## src/rtl/fosm_pkg.sv

```systemverilog
// ----------------------------------------------------------------------------
// fosm_pkg
// shared types and constants of the first occurrence string matcher
// ----------------------------------------------------------------------------
package fosm_pkg;

  localparam int PAT_BYTES = 16;
  localparam int PAT_BITS  = PAT_BYTES * 8;
  localparam int LEN_W     = 5;
  localparam int CNT_W     = 32;
  localparam int CFG_IDX_W = 2;
  localparam int CFG_W     = 64;

  localparam logic [CNT_W-1:0] CNT_MAX = '1;

  typedef enum logic [CFG_IDX_W-1:0] {
    REG_PAT_LOW  = 2'd0,
    REG_PAT_HIGH = 2'd1,
    REG_PAT_LEN  = 2'd2
  } cfg_reg_t;

  typedef struct packed {
    logic             found;
    logic [CNT_W-1:0] match_start;
  } result_t;

endpackage

```

## src/rtl/fosm_cell.sv

```systemverilog
// ----------------------------------------------------------------------------
// fosm_cell
// one window cell: holds a text byte, passes it on, compares its next value
// ----------------------------------------------------------------------------
module fosm_cell #(
  parameter int IDX = 0
) (
  input  logic                           clk,
  input  logic                           shift_en,
  input  logic [7:0]                     byte_in,
  output logic [7:0]                     byte_out,
  input  logic [fosm_pkg::PAT_BITS-1:0]  pattern,
  input  logic [fosm_pkg::LEN_W-1:0]     len,
  output logic                           eq
);
  import fosm_pkg::*;

  logic [7:0] data_r;
  logic [3:0] sel;
  logic       active;
  logic [7:0] pat_byte;

  always_ff @(posedge clk) begin
    if (shift_en) begin
      data_r <= byte_in;
    end
  end

  always_comb begin
    active   = (IDX < int'(len));
    sel      = 4'(int'(len) - 1 - IDX);
    pat_byte = pattern[{sel, 3'b000} +: 8];
    eq       = !active || (byte_in == pat_byte);
  end

  assign byte_out = data_r;

endmodule

```

## src/rtl/fosm_out_buf.sv

```systemverilog
// ----------------------------------------------------------------------------
// fosm_out_buf
// two-word output buffer between the match logic and the result channel
// ----------------------------------------------------------------------------
module fosm_out_buf (
  input  logic               clk,
  input  logic               rst_n,
  input  logic               push,
  input  fosm_pkg::result_t  push_data,
  output logic               ready,
  output logic               valid,
  input  logic               pop_ready,
  output fosm_pkg::result_t  head
);
  import fosm_pkg::*;

  result_t head_r, head_nxt;
  result_t tail_r, tail_nxt;
  logic    v0_r, v0_nxt;
  logic    v1_r, v1_nxt;
  logic    pop;

  assign pop   = v0_r && pop_ready;
  assign ready = !v1_r;
  assign valid = v0_r;
  assign head  = head_r;

  always_comb begin
    head_nxt = head_r;
    tail_nxt = tail_r;
    v0_nxt   = v0_r;
    v1_nxt   = v1_r;
    if (pop) begin
      head_nxt = tail_r;
      v0_nxt   = v1_r;
      v1_nxt   = 1'b0;
    end
    if (push) begin
      if (!v0_nxt) begin
        head_nxt = push_data;
        v0_nxt   = 1'b1;
      end else begin
        tail_nxt = push_data;
        v1_nxt   = 1'b1;
      end
    end
  end

  always_ff @(posedge clk) begin
    head_r <= head_nxt;
    tail_r <= tail_nxt;
    if (!rst_n) begin
      v0_r <= 1'b0;
      v1_r <= 1'b0;
    end else begin
      v0_r <= v0_nxt;
      v1_r <= v1_nxt;
    end
  end

endmodule

```

## src/rtl/first_occurrence_string_matcher.sv

```systemverilog
// ----------------------------------------------------------------------------
// first_occurrence_string_matcher
// reports the start index of the first pattern match in a streamed text
// ----------------------------------------------------------------------------
//  channel | direction | contents
//  in_     | slave     | tdata[7:0] text byte, tlast marks end of text
//  out_    | master    | tdata[31:0] match start, tuser[0] found
//  cfg_    | slave     | index 0/1 pattern bytes low/high, 2 pattern length
//
//  one text byte per cycle while in_tready is high; each cell compares its
//  byte in the accept cycle and the result word is registered in a two-word
//  output buffer; in_tready drops only while both buffer words are full
//  reset (rst_n low, synchronous) clears the counters and the buffer
//  cfg_ready is always high
// ----------------------------------------------------------------------------
module first_occurrence_string_matcher #(
  parameter int MAX_PATTERN = 16
) (
  input  logic                            clk,
  input  logic                            rst_n,
  input  logic                            in_tvalid,
  output logic                            in_tready,
  input  logic [7:0]                      in_tdata,   // [7:0] text_byte
  input  logic                            in_tlast,
  output logic                            out_tvalid,
  input  logic                            out_tready,
  output logic [fosm_pkg::CNT_W-1:0]      out_tdata,  // [31:0] match_start
  output logic                            out_tuser,  // [0] found
  input  logic                            cfg_valid,
  output logic                            cfg_ready,
  input  logic [fosm_pkg::CFG_IDX_W-1:0]  cfg_index,
  input  logic [fosm_pkg::CFG_W-1:0]      cfg_data
);
  import fosm_pkg::*;

  localparam int CAP = (MAX_PATTERN < PAT_BYTES) ? MAX_PATTERN : PAT_BYTES;
  localparam logic [LEN_W-1:0] CAP_LEN = LEN_W'(CAP);

  logic [CFG_W-1:0] pat_low_r;
  logic [CFG_W-1:0] pat_high_r;
  logic [LEN_W-1:0] pat_len_r;
  logic [LEN_W-1:0] eff_len;
  logic [PAT_BITS-1:0] pattern;

  logic [CNT_W-1:0] seen_r, seen_nxt, seen_inc;
  logic             done_r, done_nxt;
  logic             accept, hit, emit, buf_ready;
  result_t          res;
  result_t          head;

  logic [7:0]             win [MAX_PATTERN+1];
  logic [MAX_PATTERN-1:0] eq;

  assign cfg_ready = 1'b1;

  always_ff @(posedge clk) begin
    if (!rst_n) begin
      pat_low_r  <= '0;
      pat_high_r <= '0;
      pat_len_r  <= LEN_W'(1);
    end else if (cfg_valid) begin
      case (cfg_index)
        REG_PAT_LOW:  pat_low_r  <= cfg_data;
        REG_PAT_HIGH: pat_high_r <= cfg_data;
        REG_PAT_LEN:  pat_len_r  <= cfg_data[LEN_W-1:0];
        default: ;
      endcase
    end
  end

  always_comb begin
    eff_len = pat_len_r;
    if (pat_len_r == '0) begin
      eff_len = LEN_W'(1);
    end else if (pat_len_r > CAP_LEN) begin
      eff_len = CAP_LEN;
    end
  end

  assign pattern = {pat_high_r, pat_low_r};
  assign accept  = in_tvalid && in_tready;
  assign win[0]  = in_tdata;

  for (genvar k = 0; k < MAX_PATTERN; k++) begin : g_cell
    fosm_cell #(.IDX(k)) u_cell (
      .clk      (clk),
      .shift_en (accept),
      .byte_in  (win[k]),
      .byte_out (win[k+1]),
      .pattern  (pattern),
      .len      (eff_len),
      .eq       (eq[k])
    );
  end

  always_comb begin
    seen_inc = (seen_r == CNT_MAX) ? seen_r : seen_r + CNT_W'(1);
    hit      = !done_r && (seen_inc >= CNT_W'(eff_len)) && (&eq);
    emit     = accept && !done_r && (hit || in_tlast);
    res.found       = hit;
    res.match_start = hit ? (seen_inc - CNT_W'(eff_len)) : '0;
    seen_nxt = seen_r;
    done_nxt = done_r;
    if (accept) begin
      if (in_tlast) begin
        seen_nxt = '0;
        done_nxt = 1'b0;
      end else begin
        seen_nxt = seen_inc;
        done_nxt = done_r || hit;
      end
    end
  end

  always_ff @(posedge clk) begin
    if (!rst_n) begin
      seen_r <= '0;
      done_r <= 1'b0;
    end else begin
      seen_r <= seen_nxt;
      done_r <= done_nxt;
    end
  end

  fosm_out_buf u_out_buf (
    .clk       (clk),
    .rst_n     (rst_n),
    .push      (emit),
    .push_data (res),
    .ready     (buf_ready),
    .valid     (out_tvalid),
    .pop_ready (out_tready),
    .head      (head)
  );

  assign in_tready = buf_ready;
  assign out_tdata = head.match_start;
  assign out_tuser = head.found;

endmodule

```

## config.mk

```make
export PLATFORM = sky130hd
export DESIGN_NAME = first_occurrence_string_matcher
export DESIGN_NICKNAME = d
export VERILOG_FILES = /design/src/rtl/fosm_pkg.sv /design/src/rtl/fosm_cell.sv /design/src/rtl/fosm_out_buf.sv /design/src/rtl/first_occurrence_string_matcher.sv
export SDC_FILE = /design/constraint.sdc
export NUM_CORES = 1
export LEC_CHECK = 0
export BUFFER_PORTS_ARGS = -buffer_cell sky130_fd_sc_hd__clkbuf_2
export CORE_ASPECT_RATIO = 1.2
export CORE_UTILIZATION = 35
export CTS_CLUSTER_DIAMETER = 120
export DETAILED_ROUTE_END_ITERATION = 10
export SYNTH_ARGS = -nofsm -noshare
export SYNTH_HDL_FRONTEND = slang
export SYNTH_SLANG_ARGS = --single-unit
export TNS_END_PERCENT = 30
```

## constraint.sdc

```tcl
create_clock -name clk -period 8.9 [get_ports clk]
set_input_delay 1.78 -clock clk [delete_from_list [all_inputs] [get_ports clk]]
set_output_delay 1.78 -clock clk [all_outputs]
set_load 0.05 [all_outputs]
```

== Word level (Yosys, flattened, before mapping) ==
Cells that the tools add are included.
Operators by class
  add/sub/neg operators: 18
  eq/ne operators: 19
  shift operators: 16
  multiplexer cells: 14
  reductions and logical operators: 49
  order comparisons: 18
Operators with widths (count)
  $shiftx 128x8->8: 16
  $eq 8x8->1: 16
  $mux 33: 3
  $mux 32: 3
  $lt 4x5->1 const A: 8
  $add 32x1->32 const B: 1
  $eq 32x32->1 const B: 1
  $ge 32x5->1: 1
  $sub 32x5->32: 1
  $sub 4x4->4 const B: 8
  $lt 3x5->1 const A: 4
  $logic_not 1->1: 18
  $logic_or 1x1->1: 18
  $reduce_and 16->1: 1
  $sub 4x3->4 const B: 4
  $lt 1x5->1 const A: 2
  $lt 2x5->1 const A: 2
  $mux 5: 2
  $reduce_and 2->1: 4
  $sub 4x1->4 const B: 2
  $sub 4x2->4 const B: 2
  $logic_and 1x1->1: 6
  $mux 1: 6
  $gt 5x5->1 const B: 1
  other kinds (4): 4
Storage, ports and cells
  bits in registers: 354
  input bits: 80

== Depth between registers and ports, before layout ==
  depth in word-level cells: 13
  gate-level depth with buffers: 25

== Modules after synthesis ==
Synthesis repeated with hierarchy kept, for this count alone.
Second synthesis, totals
  cell total of the unflattened synthesis: 2881
  area total of the unflattened synthesis: 34310.4 µm²
By module, submodules not included
  first_occurrence_string_matcher: cells an instance 1053, area an instance 7967.6 µm², seq. area each 3323.2 µm², times used 1
  fosm_out_buf: cells an instance 152, area an instance 2727.6 µm², seq. area each 1691.6 µm², times used 1
  fosm_cell (g_cell[12].u_cell): cells an instance 126, area an instance 1574.0 µm², seq. area each 240.2 µm², times used 1
  fosm_cell (g_cell[14].u_cell): cells an instance 126, area an instance 1556.5 µm², seq. area each 240.2 µm², times used 1
  fosm_cell (g_cell[15].u_cell): cells an instance 115, area an instance 1539.0 µm², seq. area each 240.2 µm², times used 1
  fosm_cell (g_cell[7].u_cell): cells an instance 128, area an instance 1520.2 µm², seq. area each 240.2 µm², times used 1
  fosm_cell (g_cell[9].u_cell): cells an instance 91, area an instance 1505.2 µm², seq. area each 240.2 µm², times used 1
  fosm_cell (g_cell[11].u_cell): cells an instance 126, area an instance 1502.7 µm², seq. area each 240.2 µm², times used 1
  fosm_cell (g_cell[1].u_cell): cells an instance 91, area an instance 1480.2 µm², seq. area each 240.2 µm², times used 1
  fosm_cell (g_cell[3].u_cell): cells an instance 108, area an instance 1476.4 µm², seq. area each 240.2 µm², times used 1
  fosm_cell (g_cell[5].u_cell): cells an instance 86, area an instance 1467.7 µm², seq. area each 240.2 µm², times used 1
  fosm_cell (g_cell[4].u_cell): cells an instance 95, area an instance 1460.2 µm², seq. area each 240.2 µm², times used 1
  fosm_cell (g_cell[0].u_cell): cells an instance 93, area an instance 1450.1 µm², seq. area each 240.2 µm², times used 1
  fosm_cell (g_cell[6].u_cell): cells an instance 99, area an instance 1441.4 µm², seq. area each 240.2 µm², times used 1
  4 more rows

== Worst setup path before layout ==
No wires, ideal clock.
  path type: register to register
  start: reg pat_len_r[4]
  end: reg u_out_buf.tail_r[0] (netlist bit), enable pin
  buffers on the path: 6
  setup time: 506 ps
  setup slack: -698 ps
  period minus slack after synthesis: 9598 ps
  data required time: 8394 ps
  arrival: 9091 ps
  cell stages (with the launch flop): 23
  cells stage by stage: dfxtp_1 clkbuf_1 nand2b_1 clkbuf_1 clkbuf_1 ha_1 inv_2 buf_1 buf_1 ha_1 a21oi_1 o22ai_1 a211oi_1 xnor2_1 buf_2 mux4_2 xor2_1 nor4_1 nand3_1 o32a_1 a31oi_1 a21oi_2 nor4_1
On the way
  word-level cells in the longest chain between the ends: 13
RTL lines
  from (decl): RTL line first_occurrence_string_matcher.sv:41  | logic [LEN_W-1:0] pat_len_r;
  from (signal assigned): RTL line first_occurrence_string_matcher.sv:65  | REG_PAT_LEN: pat_len_r <= cfg_data[LEN_W-1:0];
  $gt 5x5->1: RTL line first_occurrence_string_matcher.sv:75  | end else if (pat_len_r > CAP_LEN) begin
  $mux 5: RTL line first_occurrence_string_matcher.sv:75
  $mux 5 (*): RTL line first_occurrence_string_matcher.sv:73  | if (pat_len_r == '0) begin
  $sub 4x1->4: RTL line fosm_cell.sv:31  | sel = 4'(int'(len) - 1 - IDX);
  $sub 4x2->4 (tied with other cells): RTL line fosm_cell.sv:31
  $shiftx 128x8->8: RTL line fosm_cell.sv:32  | pat_byte = pattern[{sel, 3'b000} +: 8];
  $eq 8x8->1: RTL line fosm_cell.sv:33  | eq = !active || (byte_in == pat_byte);
  $logic_or 1x1->1: RTL line fosm_cell.sv:33
  $reduce_and 16->1: RTL line first_occurrence_string_matcher.sv:98  | hit = !done_r && (seen_inc >= CNT_W'(eff_len)) && (&eq);
  $logic_and 1x1->1 (*): RTL line first_occurrence_string_matcher.sv:98
  $logic_or 1x1->1 (*): RTL line first_occurrence_string_matcher.sv:99  | emit = accept && !done_r && (hit || in_tlast);
  $logic_and 1x1->1 (*): RTL line first_occurrence_string_matcher.sv:99
  $reduce_and 2->1 (no source line) (*)
  to (signal assigned): RTL line fosm_out_buf.sv:51  | tail_r <= tail_nxt;
  to (decl): RTL line fosm_out_buf.sv:18  | result_t tail_r, tail_nxt;
Mark *: on every way between the ends. The rest lies on a longest branch, timed or not.
A chain may end at the register's enable or synchronous reset.

== Worst setup path in the final report ==
  start: reg pat_len_r[4]
  end: reg u_out_buf.tail_r[23] (netlist bit), enable pin
Same word-level chain as after synthesis.

==> metrics.txt <==
clk_skew=22.4 ps; Final Cycle Share=81.7%; worst-path cell chain=buf_4 -> nand2b_1 -> nand2_4 -> inv_4 -> ha_2 -> xnor2_2 -> buf_4 -> ha_1 -> or3b_2 -> o22ai_1 -> a211oi_1 -> xnor2_2 -> mux4_2 -> xor2_1 -> nor4_1 -> nand3_1 -> o32a_1 -> a31oi_4 -> a21oi_2 -> buf_4 -> nor4_4 -> buf_4; fin crit period=7270 ps; WL final=98200 um; full die area=0.0681 sq mm; fin. max-slew vios=0; Post-CTS Hold Buffers=0; register area share after synthesis=36.7%; WL per Instance=29.0 um; clock share of power=37.1%; first-pass iteration count of the detailed router=8; # H-tree levels=2; min-delay src=g_cell[2].u_cell.byte_out[4]$_DFFE_PP_; number of synthesized flops with an enable pin=153; Core ar.=0.0661 sq mm; vias in the first global route=19500; Post-synth top flop=dfxtp_1; NetSw=1.46 mW; Hold EP=g_cell[3].u_cell.byte_out[4]$_DFFE_PP_; post-synth top area share=19.6%; r2r worst-path depth=22; Die Span X=238 um; slew margin rel.=10.0%; worst vdd ir=135 uV; post-layout util=39.6%; largest net degree at the start of global routing=93; CTS tree=yes; initial antenna violation count=0; Routed Antenna Nets=0; Hold Fails Final Rpt=0; initial core utilization=35.5%; worst path required time=9140 ps; Max Cap Violations=0; DPL Wire Length=75800 um; RSZ-0062 raised after global routing=no; initial detailed-routing violation count=2089; clock transition at the registers of the reported paths=60 ps; register share of total power=41.8%; Yosys warnings=0; P_leak=9.08 nW; top cell type by total area after synthesis=edfxtp_1; Max clock buf depth=3; Netlist Area Pre-Place=0.0235 sq mm; Switching Share=32.1%; vias post-DR=20600; grt ovf=0; Avg Cell Area, Syn=9.59 sq um; r2r endpoint=u_out_buf.tail_r[23]$_DFFE_PP_; final worst setup slack=1630 ps; RePlAce Congestion=1.00; Clock Latency Late Sink=590 ps; Hold/Removal Path Class=flop to flop; CP max stage cell=xnor2_2; combinational power share=21.1%; register-to-register setup slack=1630 ps; status=finished clean; crit-path max cell delay=920 ps; Setup crit end kind=flop; fillers=6508; Yosys cell types=85; WS Path Type=flop to flop; global-route wire length before repair=141000 um; total CTS buffers=40; total global-route track usage=28.5%; Int Power=3.09 mW; CP max FO=35; reg2reg start=pat_len_r[4]$_SDFFE_PN0P_; I/O pins=116; worst slew pin tran=1350 ps; Post-CTS Resized=0; power per cell area=173 mW/mm^2; post-CTS setup buffer count=0; Synth Register Bits=354; FFs w/ async S/R, synth=0%; Critical Path Start Type=flop; crit-path most repeated cell=buf_4; Post-Route Setup TNS=0 ps; Rows=103; Hold Path Stages=0; Cells after Synth=2448; Die Y=286 um; Root Buffer Master=clkbuf_16; pre-CTS WS=1590 ps; Area Overhead vs Synth=11.6%; Crit path arrival time=7510 ps; Max Freq=137 MHz; Tot Pwr=4.54 mW; nets=2563; Setup Viol. Count Final=0; Mapped Nets=2545; DR vias/cell=6.09; port buffer count=114; CTS Sinks=354; Synth area leaders=edfxtp_1 20%, dfxtp_1 17%, mux4_2 11%; DRC viols=0; layout cells sized above 1=17.9%
==> cells in the final DEF, fill, tap and decap left out, types with 13 or more instances in the layout <==
master       n
mux4_2     119
mux2i_1    120
a32oi_1     37
nor2_1     153
dfxtp_1    200
nand2b_1    23
nand4_1     46
xnor2_1    109
edfxtp_1   153
nor4_1      23
a21bo_1     33
o32a_1      13
a21oi_1    195
mux2_2      54
nand2_1    367
nand3_1     32
inv_1       45
xor2_1      65
and3_1      15
ha_1        14
or3_1       20
nor3_1      20
o21ai_0     61
o211ai_1    50
clkbuf_16   40
a22oi_1     66
o22ai_1     29
clkbuf_2   115
a211oi_1    19
buf_4       52
==> state kept, by name, indices dropped and copies added, names as in the netlist <==
name                    cells
u_out_buf.valid             1
g_cell.u_cell.byte_out    120
pat_low_r                  64
seen_r                     32
pat_len_r                   5
u_out_buf.tail_r           33
u_out_buf.head             33
pat_high_r                 64
done_r                      1
u_out_buf.v1_r              1
==> per-layer routing <==
metal / up-vias / track usage, % / part of all wire, %
li1: 9211 / - / -
met1: 10300 / 35.3 / 40
met2: 914 / 46.4 / 47
met3: 220 / 3.31 / 5.5
met4: 0 / 19.8 / 7.9
met5: - / 0 / 0
==> logic make-up (layout without fill, tap and decap cells) <==
| logic type | after synthesis | after routing | share of synthesized area [%] |
|---|---|---|---|
| AND/OR/NAND/NOR | 767 | 767 | 15.1 |
| AO/OA/AOI/OAI | 594 | 594 | 17.1 |
| flip-flops | 354 | 354 | 36.7 |
| multiplexers | 293 | 293 | 19.1 |
| buffers and inverters | 244 | 292 | 4.16 |
| XOR/XNOR | 178 | 178 | 6.79 |
| adder cells (fa/ha/maj) | 17 | 17 | 0.938 |
| other | 1 | 2 | 0.0160 |
==> cell type report <==
cell class | count | area, sq um | share of cell area [%]
antenna | 1 | 2.50 | 0.00955
clock buffer | 54 | 1080 | 4.14
clock inverter | 18 | 215 | 0.821
inverter | 53 | 206 | 0.788
multi-input combinational | 1850 | 14000 | 53.3
sequential | 354 | 8620 | 32.9
tap | 892 | 1120 | 4.26
timing repair buffer | 167 | 981 | 3.74
==> Yosys cell counts (54+ instances only) <==
cell      count
nor2_1      154
mux4_2      119
nand2_1     367
edfxtp_1    153
a22oi_1      66
dfxtp_1     201
xor2_1       65
clkbuf_1    148
a21oi_1     198
o21ai_0      62
xnor2_1     110
mux2i_1     120
mux2_2       54
==> per-stage QoR <==
step | hold slack, ps | area, sq um | cells
2_1_floorplan | 426 | 23500 | 2448
3_3_place_gp | 449 | 24900 | 3316
3_5_place_dp | 448 | 24900 | 3316
4_1_cts | 463 | 26200 | 3388
5_1_grt | 489 | 26200 | 3388
6_report | 465 | 26200 | 3389
==> worst max-delay path, delay by kind of cell, from the launching register on <==
family,cells,cell delay [ps]
buf+inv,5,1290
compound gates,5,890
fa+ha+maj,2,430
mux,1,630
xor+xnor,3,1200
simple gates,6,1840
flops,1,590
==> worst max-delay path by stage <==
stage	from	endpoint	slack, ps	cells past startpoint
floorplan	pat_len_r[4]$_SDFFE_PN0P_	u_out_buf.tail_r[0]$_DFFE_PP_	680	22
global placement	pat_len_r[4]$_SDFFE_PN0P_	u_out_buf.tail_r[18]$_DFFE_PP_	1630	21
detailed placement	pat_len_r[4]$_SDFFE_PN0P_	u_out_buf.tail_r[20]$_DFFE_PP_	1590	21
CTS	pat_len_r[4]$_SDFFE_PN0P_	u_out_buf.tail_r[23]$_DFFE_PP_	1600	21
global route	pat_len_r[4]$_SDFFE_PN0P_	u_out_buf.tail_r[23]$_DFFE_PP_	1230	21
finish	pat_len_r[4]$_SDFFE_PN0P_	u_out_buf.tail_r[23]$_DFFE_PP_	1630	22
==> power by group through the flow <==
stage          combinational (mW)  clock [mW]  sequential [mW]
2_1_floorplan               0.546           0             2.01
3_3_place_gp                0.943           0             1.93
3_5_place_dp                0.951           0             1.93
4_1_cts                     0.954        1.72             1.90
5_1_grt                      1.02        1.78             1.91
6_report                    0.959        1.69             1.90
Power figures use the tool's default switching activity.
